**src/rtl/cfb_pkg.sv**
```systemverilog
// ---------------------------------------------------------------------------
// cfb_pkg
// Shared types and constants for the checksummed frame builder.
// ---------------------------------------------------------------------------
package cfb_pkg;

	localparam int unsigned BYTE_W = 8;
	localparam int unsigned LEN_W  = 24;
	localparam int unsigned SLOT_W = 4;

	localparam logic [BYTE_W-1:0] SYNC_A = 8'hAA;
	localparam logic [BYTE_W-1:0] SYNC_B = 8'h66;

	// byte positions within the run caused by one item
	localparam logic [SLOT_W-1:0] SLOT_HDR0 = 4'd0;
	localparam logic [SLOT_W-1:0] SLOT_HDR1 = 4'd1;
	localparam logic [SLOT_W-1:0] SLOT_HDR2 = 4'd2;
	localparam logic [SLOT_W-1:0] SLOT_LEN2 = 4'd3;
	localparam logic [SLOT_W-1:0] SLOT_LEN1 = 4'd4;
	localparam logic [SLOT_W-1:0] SLOT_LEN0 = 4'd5;
	localparam logic [SLOT_W-1:0] SLOT_TYPE = 4'd6;
	localparam logic [SLOT_W-1:0] SLOT_DATA = 4'd7;
	localparam logic [SLOT_W-1:0] SLOT_SUM  = 4'd8;
	localparam logic [SLOT_W-1:0] SLOT_TRL0 = 4'd9;
	localparam logic [SLOT_W-1:0] SLOT_TRL1 = 4'd10;
	localparam logic [SLOT_W-1:0] SLOT_TRL2 = 4'd11;

	typedef struct packed {
		logic [BYTE_W-1:0] data;
		logic [BYTE_W-1:0] ptype;
		logic [LEN_W-1:0]  len;
		logic [BYTE_W-1:0] csum;
		logic              reject;
		logic              ends;
	} cfb_item_t;

endpackage

```
**src/rtl/cfb_track.sv**
```systemverilog
// ---------------------------------------------------------------------------
// cfb_track
// Input stage: packet state (bytes left, running sum) and the item register.
// ---------------------------------------------------------------------------
module cfb_track (
	input  logic                           clk,
	input  logic                           arst_n,
	input  logic                           in_valid,
	output logic                           in_ready,
	input  logic [cfb_pkg::BYTE_W-1:0]     payload_byte,
	input  logic [cfb_pkg::BYTE_W-1:0]     packet_type,
	input  logic [cfb_pkg::LEN_W-1:0]      payload_length,
	input  logic                           consume,
	output logic                           load,
	output logic                           load_start,
	output logic                           valid_s1,
	output cfb_pkg::cfb_item_t             item_s1
);
	import cfb_pkg::*;

	logic [LEN_W-1:0]  remaining_q;
	logic [BYTE_W-1:0] sum_q;
	logic              start;
	logic              reject;
	logic [LEN_W-1:0]  rem_next;
	logic [BYTE_W-1:0] sum_next;
	logic              ends;

	assign in_ready   = !valid_s1 || consume;
	assign load       = in_valid && in_ready;
	assign load_start = start;

	always_comb begin
		start    = (remaining_q == '0);
		reject   = start && (payload_length == '0);
		rem_next = (start ? payload_length : remaining_q) - LEN_W'(1);
		sum_next = (start ? packet_type : sum_q) + payload_byte;
		ends     = !reject && (rem_next == '0);
	end

	always_ff @(posedge clk or negedge arst_n) begin
		if (!arst_n) begin
			remaining_q <= '0;
			sum_q       <= '0;
			valid_s1    <= 1'b0;
		end else begin
			if (load) begin
				valid_s1 <= 1'b1;
				if (!reject) begin
					remaining_q <= rem_next;
					sum_q       <= ends ? '0 : sum_next;
				end
			end else if (consume) begin
				valid_s1 <= 1'b0;
			end
		end
	end

	always_ff @(posedge clk) begin
		if (load) begin
			item_s1.data   <= payload_byte;
			item_s1.ptype  <= packet_type;
			item_s1.len    <= payload_length;
			item_s1.csum   <= sum_next;
			item_s1.reject <= reject;
			item_s1.ends   <= ends;
		end
	end

endmodule

```
**src/rtl/cfb_emit.sv**
```systemverilog
// ---------------------------------------------------------------------------
// cfb_emit
// Serialiser: walks the byte run of the held item into the output register.
// ---------------------------------------------------------------------------
module cfb_emit (
	input  logic                       clk,
	input  logic                       arst_n,
	input  logic                       load,
	input  logic                       valid_s1,
	input  cfb_pkg::cfb_item_t         item_s1,
	input  logic                       load_start,
	output logic                       consume,
	output logic                       out_valid,
	input  logic                       out_ready,
	output logic [cfb_pkg::BYTE_W-1:0] out_byte,
	output logic                       last_of_run,
	output logic                       end_of_frame,
	output logic                       rejected
);
	import cfb_pkg::*;

	logic [SLOT_W-1:0] slot_q;
	logic [SLOT_W-1:0] end_slot;
	logic              advance;
	logic              run_last;
	logic [BYTE_W-1:0] slot_byte;
	logic              valid_q;
	logic [BYTE_W-1:0] byte_q;
	logic              last_q;
	logic              eof_q;
	logic              rej_q;

	always_comb begin
		end_slot = item_s1.ends ? SLOT_TRL2 : SLOT_DATA;
		advance  = valid_s1 && (!valid_q || out_ready);
		run_last = item_s1.reject || (slot_q == end_slot);
		consume  = advance && run_last;
		unique case (slot_q)
			SLOT_HDR0: slot_byte = SYNC_A;
			SLOT_HDR1: slot_byte = SYNC_B;
			SLOT_HDR2: slot_byte = SYNC_A;
			SLOT_LEN2: slot_byte = item_s1.len[23:16];
			SLOT_LEN1: slot_byte = item_s1.len[15:8];
			SLOT_LEN0: slot_byte = item_s1.len[7:0];
			SLOT_TYPE: slot_byte = item_s1.ptype;
			SLOT_DATA: slot_byte = item_s1.data;
			SLOT_SUM:  slot_byte = item_s1.csum;
			SLOT_TRL0: slot_byte = SYNC_B;
			SLOT_TRL1: slot_byte = SYNC_A;
			SLOT_TRL2: slot_byte = SYNC_B;
			default:   slot_byte = '0;
		endcase
	end

	always_ff @(posedge clk or negedge arst_n) begin
		if (!arst_n) begin
			slot_q  <= SLOT_HDR0;
			valid_q <= 1'b0;
		end else begin
			if (load) begin
				slot_q <= load_start ? SLOT_HDR0 : SLOT_DATA;
			end else if (advance) begin
				slot_q <= slot_q + SLOT_W'(1);
			end
			if (advance) begin
				valid_q <= 1'b1;
			end else if (out_ready) begin
				valid_q <= 1'b0;
			end
		end
	end

	always_ff @(posedge clk) begin
		if (advance) begin
			byte_q <= item_s1.reject ? '0 : slot_byte;
			last_q <= run_last;
			eof_q  <= !item_s1.reject && (slot_q == SLOT_TRL2);
			rej_q  <= item_s1.reject;
		end
	end

	assign out_valid    = valid_q;
	assign out_byte     = byte_q;
	assign last_of_run  = last_q;
	assign end_of_frame = eof_q;
	assign rejected     = rej_q;

endmodule

```
**src/rtl/checksummed_frame_builder_core.sv**
```systemverilog
// ---------------------------------------------------------------------------
// checksummed_frame_builder_core
// Frames payload bytes with header, length, type, checksum and trailer.
// ---------------------------------------------------------------------------
// Input channel s_axis: one payload byte per item; on a packet's first byte
// the type and 24-bit length are sampled too. Output channel m_axis: one
// framed byte per item, tlast on the final byte caused by an input item.
// The first byte of a packet yields 8 output items (AA 66 AA, length
// big-endian, type, byte); middle bytes yield 1; the last byte adds the
// checksum and 66 AA 66 (4 more items). A zero-length start yields a single
// item flagged rejected, and the byte is dropped.
// Accepted items are registered, then serialised. Throughput while
// m_axis_tready is high: one output item per cycle; an input item is taken
// every cycle while its run is one byte long, else once the serialiser
// reaches the run's last byte. The run length (1, 5, 8 or 12) sets the input
// rate. Reset clears packet state: the next byte opens a new packet. A stall
// on m_axis holds the output register and backs up to s_axis_tready.
// ---------------------------------------------------------------------------
module checksummed_frame_builder_core (
	input  logic        clk,
	input  logic        arst_n,
	input  logic        s_axis_tvalid,
	output logic        s_axis_tready,
	input  logic [39:0] s_axis_tdata,  // payload_byte, packet_type, payload_length
	output logic        m_axis_tvalid,
	input  logic        m_axis_tready,
	output logic [7:0]  m_axis_tdata,  // out_byte
	output logic        m_axis_tlast,  // last_of_run
	output logic [1:0]  m_axis_tuser   // end_of_frame, rejected
);
	import cfb_pkg::*;

	logic      load;
	logic      load_start;
	logic      consume;
	logic      valid_s1;
	cfb_item_t item_s1;
	logic      eof;
	logic      rej;

	cfb_track u_track (
		.clk            (clk),
		.arst_n         (arst_n),
		.in_valid       (s_axis_tvalid),
		.in_ready       (s_axis_tready),
		.payload_byte   (s_axis_tdata[7:0]),
		.packet_type    (s_axis_tdata[15:8]),
		.payload_length (s_axis_tdata[39:16]),
		.consume        (consume),
		.load           (load),
		.load_start     (load_start),
		.valid_s1       (valid_s1),
		.item_s1        (item_s1)
	);

	cfb_emit u_emit (
		.clk          (clk),
		.arst_n       (arst_n),
		.load         (load),
		.valid_s1     (valid_s1),
		.item_s1      (item_s1),
		.load_start   (load_start),
		.consume      (consume),
		.out_valid    (m_axis_tvalid),
		.out_ready    (m_axis_tready),
		.out_byte     (m_axis_tdata),
		.last_of_run  (m_axis_tlast),
		.end_of_frame (eof),
		.rejected     (rej)
	);

	assign m_axis_tuser = {rej, eof};

endmodule
```
**config.mk**
```make
export PLATFORM = sky130hd
export DESIGN_NAME = checksummed_frame_builder_core
export DESIGN_NICKNAME = d
export VERILOG_FILES = /design/src/rtl/cfb_pkg.sv /design/src/rtl/cfb_track.sv /design/src/rtl/cfb_emit.sv /design/src/rtl/checksummed_frame_builder_core.sv
export SDC_FILE = /design/constraint.sdc
export NUM_CORES = 1
export LEC_CHECK = 0
export ABC_CLOCK_PERIOD_IN_PS = 8350
export BUFFER_PORTS_ARGS = -buffer_cell sky130_fd_sc_hd__buf_2
export CAP_MARGIN = 0
export CORE_MARGIN = 2
export CORE_UTILIZATION = 60
export DETAILED_ROUTE_END_ITERATION = 8
export GPL_TIMING_DRIVEN = 0
export MAX_ROUTING_LAYER = met4
export PLACE_DENSITY = 0.81
export REMOVE_ABC_BUFFERS = 1
export SLEW_MARGIN = 0
export SYNTH_ARGS = -nofsm -noshare
export SYNTH_HDL_FRONTEND = slang
export SYNTH_SLANG_ARGS = --single-unit
```
**constraint.sdc**
```tcl
create_clock -name clk -period 8.35 [get_ports clk]
set_input_delay 1.67 -clock clk [delete_from_list [all_inputs] [get_ports clk]]
set_output_delay 1.67 -clock clk [all_outputs]
set_load 0.005 [all_outputs]
```
# Word-level counts from Yosys, hierarchy flattened
# Index checks and enable logic that the tools add are counted.
[op_classes] n_addsub=3 n_eq_ne=12 n_mux=12 bitwise=1 n_reduce_logical=23
[op_table] op="zero test 24 bit" count=3
[op_table] op="one-hot mux 8 bit (8 select lines)" count=1
[op_table] op="2-to-1 mux 24 bit" count=1
[op_table] op="subtractor 24 x 1 -> 24 bit, second input constant" count=1
[op_table] op="== test 4 x 3 -> 1 bit, second input constant" count=4
[op_table] op="== test 4 bit, second input constant" count=4
[op_table] op="2-to-1 mux 8 bit" count=2
[op_table] op="2-to-1 mux 4 bit" count=3
[op_table] op="adder 8 bit" count=1
[op_table] op="== test 4 x 2 -> 1 bit, second input constant" count=2
[op_table] op="logical AND 1 bit" count=6
[op_table] op="nonzero test 2 bit" count=3
[op_table] op="OR reduction 3 bit" count=2
[op_table] op="adder 4 x 1 -> 4 bit, second input constant" count=1
[op_table] op="== test 4 x 1 -> 1 bit, second input constant" count=1
[op_table] op="== test 4 bit" count=1
[op_table] op="zero test 1 bit" count=4
[op_table] op="zero test 4 bit" count=1
[op_table] op="2-to-1 mux 1 bit" count=4
[op_table] op="logical OR 1 bit" count=3
[op_table] op="2-to-1 mux 3 bit" count=1
[op_table] op="AND reduction 2 bit" count=1
[op_table] op="NOT 1 bit" count=1
[totals] ff_bits=99 input_bits=44 output_inout_bits=13 wordCells=66

# Longest topological paths before layout
# Gate-level depths: netlist (run 1).
[depth] depth_word=7 depth_mapped=19 mapped_depth_nobuf=15

# Hierarchy
# From an unflattened synthesis (run 1), not the netlist that was laid out.
[hier_totals] hier_cells=609 hier_area_um2=5965.7
[by_module_without_submodules] mod="cfb_track" n_inst=1 cells_per_inst=487 area_each_um2=4792.1 seq_area_each_um2=2327.2
[by_module_without_submodules] mod="cfb_emit" n_inst=1 cells_per_inst=120 area_each_um2=1158.6 seq_area_each_um2=455.4
[by_module_without_submodules] mod="checksummed_frame_builder_core" n_inst=1 cells_per_inst=2 area_each_um2=15.0 seq_area_each_um2=0.0

# Least setup slack after synthesis (run 1)
# OpenSTA, ideal clock, no wires.
[synth_timing] kind="input port to flip-flop" from="in s_axis_tdata[17]" to="reg u_track.sum_q[0]" setup_ns=0.136 t_arrival_ns=4.128 required_time_ns=8.214 path_slack_ns=4.086 path_stages=10 n_path_buf=0 cell_sequence="a21oi_1 > ha_1 > nor4b_1 > and3_1 > nand4_1 > and3b_1 > nor4b_1 > nand4_1 > nor4_4 > o21ai_1"
[synth_via] elab_chain_len=5 elab_cells_between_ends=10 classes_between="add/sub: 1; mux: 2; bitwise: 1; reduce/logical: 6"
[synth_rtl] element="start: declaration" line_no="checksummed_frame_builder_core.sv:24" text="input logic [39:0] s_axis_tdata,"
[synth_rtl] element="2-to-1 mux 24 bit / zero test 24 bit (equally long branches)" line_no="cfb_track.sv:36, cfb_track.sv:35"
[synth_rtl] element="subtractor 24 x 1 -> 24 bit / logical AND 1 bit (equally long branches)" line_no="cfb_track.sv:36, cfb_track.sv:35"
[synth_rtl] element="zero test 24 bit / zero test 1 bit (equally long branches)" line_no="cfb_track.sv:38" text="ends = !reject && (rem_next == '0);"
[synth_rtl] element="logical AND 1 bit" line_no="cfb_track.sv:38"
[synth_rtl] element="2-to-1 mux 8 bit" line_no="cfb_track.sv:51" text="sum_q <= ends ? '0 : sum_next;"
[synth_rtl] element="end signal: assignment" line_no="cfb_track.sv:51"
[synth_rtl] element="end: declaration" line_no="cfb_track.sv:22" text="logic [BYTE_W-1:0] sum_q;"
# Parallel ways exist; a longest one is shown, timed or not.
# A chain may end at the register's enable or synchronous reset.

# Worst setup path in the final report (run 1)
[layout_timing] from="reg u_track.remaining_q[1]" to="reg u_track.sum_q[3]"
[layout_via] elab_chain_len=6 elab_cells_between_ends=12 classes_between="add/sub: 2; mux: 3; bitwise: 1; reduce/logical: 6"
[layout_rtl] element="start: declaration" line_no="cfb_track.sv:21" text="logic [LEN_W-1:0] remaining_q;"
[layout_rtl] element="start signal: assignment" line_no="cfb_track.sv:50" text="remaining_q <= rem_next;"
[layout_rtl] element="zero test 24 bit" line_no="cfb_track.sv:34" text="start = (remaining_q == '0);"
[layout_rtl] element="2-to-1 mux 24 bit" line_no="cfb_track.sv:36" text="rem_next = (start ? payload_length : remaining_q) - LEN_W'(1);"
[layout_rtl] element="subtractor 24 x 1 -> 24 bit" line_no="cfb_track.sv:36"
[layout_rtl] element="zero test 24 bit" line_no="cfb_track.sv:38"
[layout_rtl] element="logical AND 1 bit" line_no="cfb_track.sv:38"
[layout_rtl] element="2-to-1 mux 8 bit" line_no="cfb_track.sv:51"
# Parallel ways exist; a longest one is shown, timed or not.

==> results of run 1 <==
[power by group]
| group | internal [uW] | switching, uW | leakage, uW |
|---|---|---|---|
| combinational | 385 | 649 | 0.00126 |
| clock | 150 | 195 | 0.000114 |
| sequential | 672 | 155 | 0.00106 |
| total | 1210 | 999 | 0.00243 |
[flip-flops by register name, indices dropped and copies added, names as in the netlist, 4 cells and up]
name / count
u_emit.out_byte: 8
u_emit.slot_q: 4
u_track.remaining_q: 24
u_track.sum_q: 8
u_track.item_s1: 50
[metal layers]
layer | track usage [%] | vias up | part of all wire [%]
met5 | - | - | 0
met3 | 7.46 | 42 | 9.4
met2 | 50.6 | 322 | 45
li1 | - | 2342 | -
met4 | 12.0 | 0 | 2.9
met1 | 47.0 | 2453 | 43
[worst max path at each step]
stage / start / endpoint / cells past startpoint
after floorplan: u_track.remaining_q[15]$_DFFE_PN0P_ / u_track.sum_q[0]$_DFFE_PN0P_ / 13
after global placement: u_track.remaining_q[1]$_DFFE_PN0P_ / u_track.sum_q[0]$_DFFE_PN0P_ / 13
after detailed placement: s_axis_tdata[17] / u_track.sum_q[1]$_DFFE_PN0P_ / 11
after CTS: u_track.remaining_q[1]$_DFFE_PN0P_ / u_track.sum_q[3]$_DFFE_PN0P_ / 13
after global routing: u_track.remaining_q[1]$_DFFE_PN0P_ / u_track.sum_q[4]$_DFFE_PN0P_ / 13
final: u_track.remaining_q[1]$_DFFE_PN0P_ / u_track.sum_q[3]$_DFFE_PN0P_ / 13
[layout by cell type (no fill, tap or decap), drive strengths merged, types with 4 or more instances in the layout]
cell	n
nor2b	5
nor4	18
a21o	5
a31oi	14
inv	16
a211oi	9
mux2i	4
or3	7
nand2	87
nand2b	7
o21ai	40
xnor2	12
nor2	45
nand3	9
buf	59
nor3	24
or4	8
xor2	7
nor4b	6
nand4	11
clkbuf	9
o22a	5
or2	7
mux2	4
dfrtp	38
edfxtp	61
a22oi	4
ha	13
a21oi	34
o211ai	5
a222oi	4
[per-stage QoR]
| step | util, % | power, uW | setup WS [ns] | cells | hold slack [ns] |
|---|---|---|---|---|---|
| after floorplan | - | 1500 | 4.05 | 563 | 0.439 |
| after global placement | 65.1 | 1800 | 2.08 | 748 | 0.460 |
| after detailed placement | 65.7 | 1830 | 3.03 | 751 | 0.476 |
| after CTS | 68.1 | 2170 | 3.04 | 767 | 0.501 |
| after global routing | 68.1 | 2340 | 2.64 | 767 | 0.526 |
| final | 68.1 | 2210 | 2.88 | 767 | 0.500 |
[worst reg2reg max path, stage by stage, from the launching register on]
cell	delay (ns)
dfrtp_1	0.45
nor4_1	0.80
nand4_1	0.69
nor2_2	0.65
a21oi_1	0.19
ha_1	0.27
nor4b_1	0.21
nand3_1	0.12
nor3_1	0.06
or3_1	0.44
a211oi_1	0.39
o2111ai_1	0.24
nor4_4	0.65
o21ai_1	0.17
[cells by family (layout without fill, tap and decap cells)]
logic type                 count (synthesis)  count (layout)
and+or+nand+nor                          247             247
AOI/OAI and AO/OA                        164             164
DFF                                       99              99
buffers and inverters                     47              87
xor gates and xnor gates                  19              19
adders and majority gates                 14              14
muxes                                      8               8
[layout make-up]
| cell class | count | share of cell area [%] |
|---|---|---|
| timing repair buffer | 59 | 5.20 |
| clock buffer | 9 | 1.95 |
| tap | 129 | 2.54 |
| multi-input combinational | 452 | 44.2 |
| clock inverter | 7 | 1.62 |
| inverter | 12 | 0.709 |
| sequential | 99 | 43.8 |
==> impl_metrics.tcl, run 1 <==
set metrics [dict create \
    status "completed" \
    dpl.hpwl_mm 11.9 \
    hold_buffers 0 \
    first_iter_violations 587 \
    min_path_cells 1 \
    detail-route-antenna-nets 0 \
    synth-adder-area-share_pct 3.15 \
    synthesis.area_um2 5800 \
    overflow 0 \
    hold_end "u_emit.out_valid$_DFFE_PN0P_" \
    cap_violations 0 \
    crit_path_end_kind "register" \
    wirelength_mm 16.5 \
    netlist.area_leader.share_pct 31.6 \
    tns_ns 0 \
    synth_xor_area_share_pct 2.87 \
    rsz0062_at_grt "false" \
    reg2reg_slack_ns 2.88 \
    synth_top_family_by_area "simple AND/OR/NAND/NOR gates" \
    register_area_um2 2780 \
    synth_compound_area_share_pct 19.0 \
    postLayoutCellArea_um2 6350 \
    gp_congestion 0.985 \
    cts_made_buffers 9 \
    cp_cell_sequence "nor4_1 > nand4_1 > nor2_2 > a21oi_1 > ha_1 > nor4b_1 > nand3_1 > nor3_1 > or3_1 > a211oi_1 > o2111ai_1 > nor4_4 > o21ai_1" \
    critPathLaunchType "register" \
    min_period_ns 5.47 \
    rows 35 \
    wl_per_cell_um 21.5 \
    grt_antenna_before_repair 0 \
    multi_input_area_um2 2810 \
    drv_slew 0 \
    min-delay-start "u_track.valid_s1$_DFFE_PN0P_" \
    grt_max_degree 48 \
    grt_pass1_wl_mm 26.1 \
    die_y_um 102 \
    vias 5159 \
    placed_area_um2 6130 \
    numPortBuffers 56 \
    drive_gt1_share_pct 16.0 \
    synth_warnings 0 \
    synth_top_cell_by_area "edfxtp_1" \
    synth.most_common_cell "nand2_1" \
    syn2layout_area_growth_pct 9.54 \
    max_slew.worst_pin.slew_ns 1.12 \
    hold_violations 0 \
    h-tree-depth 3 \
    vias_per_cell 6.73 \
    firstDrtPassIters 6 \
    synth-simple-area-share_pct 21.8 \
    postCtsSetupBuffers 0 \
    die-area_um2 10500 \
    synth-edff-count 61 \
    critical_path_class "register to register" \
    clk_latency_ns 0.38 \
    cts_tree "yes" \
    yosysSeqAreaShare_pct 48.0 \
    worst-path-max-fanout 11 \
    synth-seq-cells 99 \
    fin_crit_sh_pct 65.5 \
    grt_pass1_vias 4880 \
    fin_nets 691 \
    start_util_pct 62.2 \
    root_buffer "clkbuf_8" \
    p_leak_uw 0.00243 \
    diodes 0 \
    fin_skew_ns 0.0157 \
    r2r_cells 13 \
    synth_mux_area_share_pct 1.47 \
    relSlewSlack_pct 25.6 \
    hp-class "register to register" \
    ctsResizeCount 0 \
    cp_top_family "simple AND/OR/NAND/NOR gates" \
    syn_area_per_cell_um2 9.70 \
    grt_usage_pct 34.2 \
    critical_path_buf_inv_count 0 \
    cp.required_ns 8.60 \
    r2r_end "u_track.sum_q[3]$_DFFE_PN0P_" \
    clkSinkCount 99 \
    ir_worst_vdd_v 0.000166 \
    netlist_top_cells_area "edfxtp_1, dfrtp_1, nand2_1" \
    ctsLongestPathBuffers 2 \
    critPathMaxStageDelay_ns 0.80 \
    finalSetupViolations 0 \
    fp.coreArea_um2 9330 \
    r2r_start "u_track.remaining_q[1]$_DFFE_PN0P_" \
    drc 0 \
    synth_common_cells "nand2_1, edfxtp_1, nor2_1" \
    cpMaxStageDelayCell "nor4_1" \
    fmax_mhz 183 \
    synth.distinct_cells 73 \
    power_density_nw_per_um2 347 \
    arrival_ns 5.71 \
    die_width_um 102 \
    synthCells 598 \
    pin_count 57 \
    nFillCells 731 \
    synthArstFlopShare_pct 38.4 \
    synth_flop_cell "edfxtp_1" \
    clk_pin_slew_ns 0.12 \
]
Note: power is estimated with default switching activity, not from simulation.
==> run 2: changes to the inputs <==
--- a/config.mk
+++ b/config.mk
@@ -5,15 +5,15 @@
 export SDC_FILE = /design/constraint.sdc
 export NUM_CORES = 1
 export LEC_CHECK = 0
-export ABC_CLOCK_PERIOD_IN_PS = 8350
+export ABC_CLOCK_PERIOD_IN_PS = 4500
 export BUFFER_PORTS_ARGS = -buffer_cell sky130_fd_sc_hd__buf_2
 export CAP_MARGIN = 0
 export CORE_MARGIN = 2
-export CORE_UTILIZATION = 60
+export CORE_UTILIZATION = 54
 export DETAILED_ROUTE_END_ITERATION = 8
 export GPL_TIMING_DRIVEN = 0
 export MAX_ROUTING_LAYER = met4
-export PLACE_DENSITY = 0.81
+export PLACE_DENSITY = 0.77
 export REMOVE_ABC_BUFFERS = 1
 export SLEW_MARGIN = 0
 export SYNTH_ARGS = -nofsm -noshare
==> constraint.sdc (replaced) <==
create_clock -name clk -period 4.5 [get_ports clk]
set_input_delay 0.9 -clock clk [delete_from_list [all_inputs] [get_ports clk]]
set_output_delay 0.9 -clock clk [all_outputs]
set_load 0.005 [all_outputs]
==> impl_metrics.tcl, run 2 (same netlist as run 1, synthesis figures left out) <==
set metrics [dict create \
    dpl.hpwl_mm 12.5 \
    worst-path-max-fanout 12 \
    fin_nets 702 \
    hold_violations 0 \
    final_common_cell "nand2_1" \
    first_iter_violations 605 \
    fin_crit_sh_pct 96.7 \
    die_width_um 108 \
    p_int_uw 2280 \
    hp-class "register to register" \
    critPathLaunchType "register" \
    switching_power_uw 1870 \
    detail-route-antenna-nets 0 \
    grt_usage_pct 32.2 \
    dpl_worst_slack_ns -1.02 \
    power_frac_seq_pct 37.5 \
    largest-register "u_track.item_s1" \
    critPathMaxStageDelay_ns 0.57 \
    largest_register_ffs 50 \
    nFillCells 877 \
    crit_path_end_kind "register" \
    drv_slew 0 \
    grt_pass1_wl_mm 27.1 \
    hold_buffers 0 \
    grt_pass1_vias 4904 \
    finalSetupViolations 0 \
    firstDrtPassIters 6 \
    clk_latency_ns 0.39 \
    cp.required_ns 4.76 \
    placed_area_um2 6130 \
    numPortBuffers 56 \
    drc 0 \
    postLayoutCellArea_um2 6450 \
    root_buffer "clkbuf_8" \
    rsz0062_at_grt "false" \
    drive_gt1_share_pct 18.3 \
    reg2reg_slack_ns 0.15 \
    holdWs_ns 0.501 \
    min_period_ns 4.35 \
    syn2layout_area_growth_pct 11.3 \
    fin_skew_ns 0.0186 \
    pin_count 57 \
    grt_antenna_before_repair 0 \
    cp_cell_sequence "nor4_1 > nand4_1 > buf_4 > nor2_4 > buf_8 > a21oi_1 > ha_1 > nor4b_2 > nand3_1 > nor3_1 > or3_1 > a211oi_1 > o2111ai_1 > nor4_4 > buf_4 > o21ai_1" \
    finalWorstSetupSlack_ns 0.148 \
    start_util_pct 55.9 \
    relSlewSlack_pct 35.1 \
    final_cell_mix "nand2_1, edfxtp_1, buf_2, nor2_1, dfrtp_1" \
    cts_tree "yes" \
    fp.coreArea_um2 10400 \
    rows 37 \
    cpMaxStageDelayCell "nor4_1" \
    p_leak_uw 0.00246 \
    power_density_nw_per_um2 642 \
    h-tree-depth 3 \
    grt_max_degree 46 \
    swShare_pct 45.1 \
    overflow 0 \
    reg_top3 "u_track.item_s1: 50 flops, u_track.remaining_q: 24 flops" \
    vias 5246 \
    ctsLongestPathBuffers 2 \
    diodes 0 \
    vias_per_cell 6.68 \
    clkSinkCount 99 \
    tns_ns 0 \
    max_slew.worst_pin.slew_ns 0.974 \
    cap_violations 0 \
    crit_path_frequent_cell "buf_4" \
    wirelength_mm 17.3 \
    critical_path_class "register to register" \
    cts_made_buffers 9 \
    ir_worst_vdd_v 0.000349 \
    arrival_ns 4.61 \
    fmax_mhz 230 \
    status "completed" \
    comb_power_share_pct 49.4 \
    die-area_um2 11600 \
    clkPwrFrac_pct 13.0 \
    gp_congestion 0.970 \
    wl_per_cell_um 22.1 \
    die_y_um 108 \
    clk_pin_slew_ns 0.10 \
]
[run 2: cell types whose count changed in the layout (fill, tap and decap cells not counted), moves of 2 or more]
cell      change
nor4_1        -2
dfrtp_2       +3
dfrtp_1       -3
inv_8         -2
clkbuf_1      +3
clkinv_8      -2
buf_4        +10
[run 2: worst paths after layout]
| path | cells past startpoint | start | endpoint |
|---|---|---|---|
| worst max-delay path | 16 | u_track.remaining_q[14]$_DFFE_PN0P_ | u_track.sum_q[2]$_DFFE_PN0P_ |
| worst min-delay path | 2 | u_track.sum_q[1]$_DFFE_PN0P_ | u_track.sum_q[1]$_DFFE_PN0P_ |
| worst max register to register | 16 | u_track.remaining_q[14]$_DFFE_PN0P_ | u_track.sum_q[2]$_DFFE_PN0P_ |
| worst min register to register | 2 | u_track.sum_q[1]$_DFFE_PN0P_ | u_track.sum_q[1]$_DFFE_PN0P_ |
| max in group asynchronous | 1 | arst_n | u_track.remaining_q[15]$_DFFE_PN0P_ |
| min in group asynchronous | 1 | arst_n | u_track.sum_q[4]$_DFFE_PN0P_ |
[run 2: power groups by stage]
stage	sequential [uW]	combinational (uW)	clock, uW
6_report	1560	2050	540
3_3_place_gp	1540	1830	0
5_1_grt	1590	2240	581
2_1_floorplan	1460	1330	0
4_1_cts	1540	1910	545
3_5_place_dp	1550	1880	0
[run 2: repair_timing]
item / in CTS / in global routing
gates resized for setup: 6 / 6
endpoints found under the setup margin: 13 / 14
setup buffers: 4 / 7
pin swaps: 2 / 3
hold endpoints to repair: 0 / 0
[run 2: area by class of cell]
| cell class | instances | area [um^2] | share of cell area, % |
|---|---|---|---|
| inverters | 12 | 45.0 | 0.698 |
| repair buffers | 70 | 425 | 6.59 |
| clock buffers | 13 | 149 | 2.31 |
| clock inverters | 3 | 25.0 | 0.388 |
| flip-flops and latches | 99 | 2790 | 43.2 |
| multi-input cells | 452 | 2850 | 44.2 |
| well taps | 136 | 170 | 2.64 |
[run 2: layer usage]
layer,wire length (um),GRT usage [%],part of all wire (%)
met3,1600,4.72,9.2
met5,0,-,0
met1,7440,45.0,43
met4,479,13.5,2.8
met2,7820,47.4,45
[run 2: critical path: cells and delay by family, from the launching register on]
kind / cells / cell delay, ns
buffers and inverters: 3 / 0.61
adder cells (fa/ha/maj): 1 / 0.25
AO/OA/AOI/OAI: 4 / 0.86
flip-flops: 1 / 0.50
AND/OR/NAND/NOR: 8 / 2.01
[run 2: stage by stage]
| step | util, % | total power (uW) | instances |
|---|---|---|---|
| after floorplan | - | 2790 | 563 |
| after global placement | 58.6 | 3370 | 755 |
| after detailed placement | 59.2 | 3430 | 758 |
| after CTS | 61.5 | 4000 | 778 |
| after global routing | 62.2 | 4410 | 785 |
| final | 62.2 | 4140 | 785 |
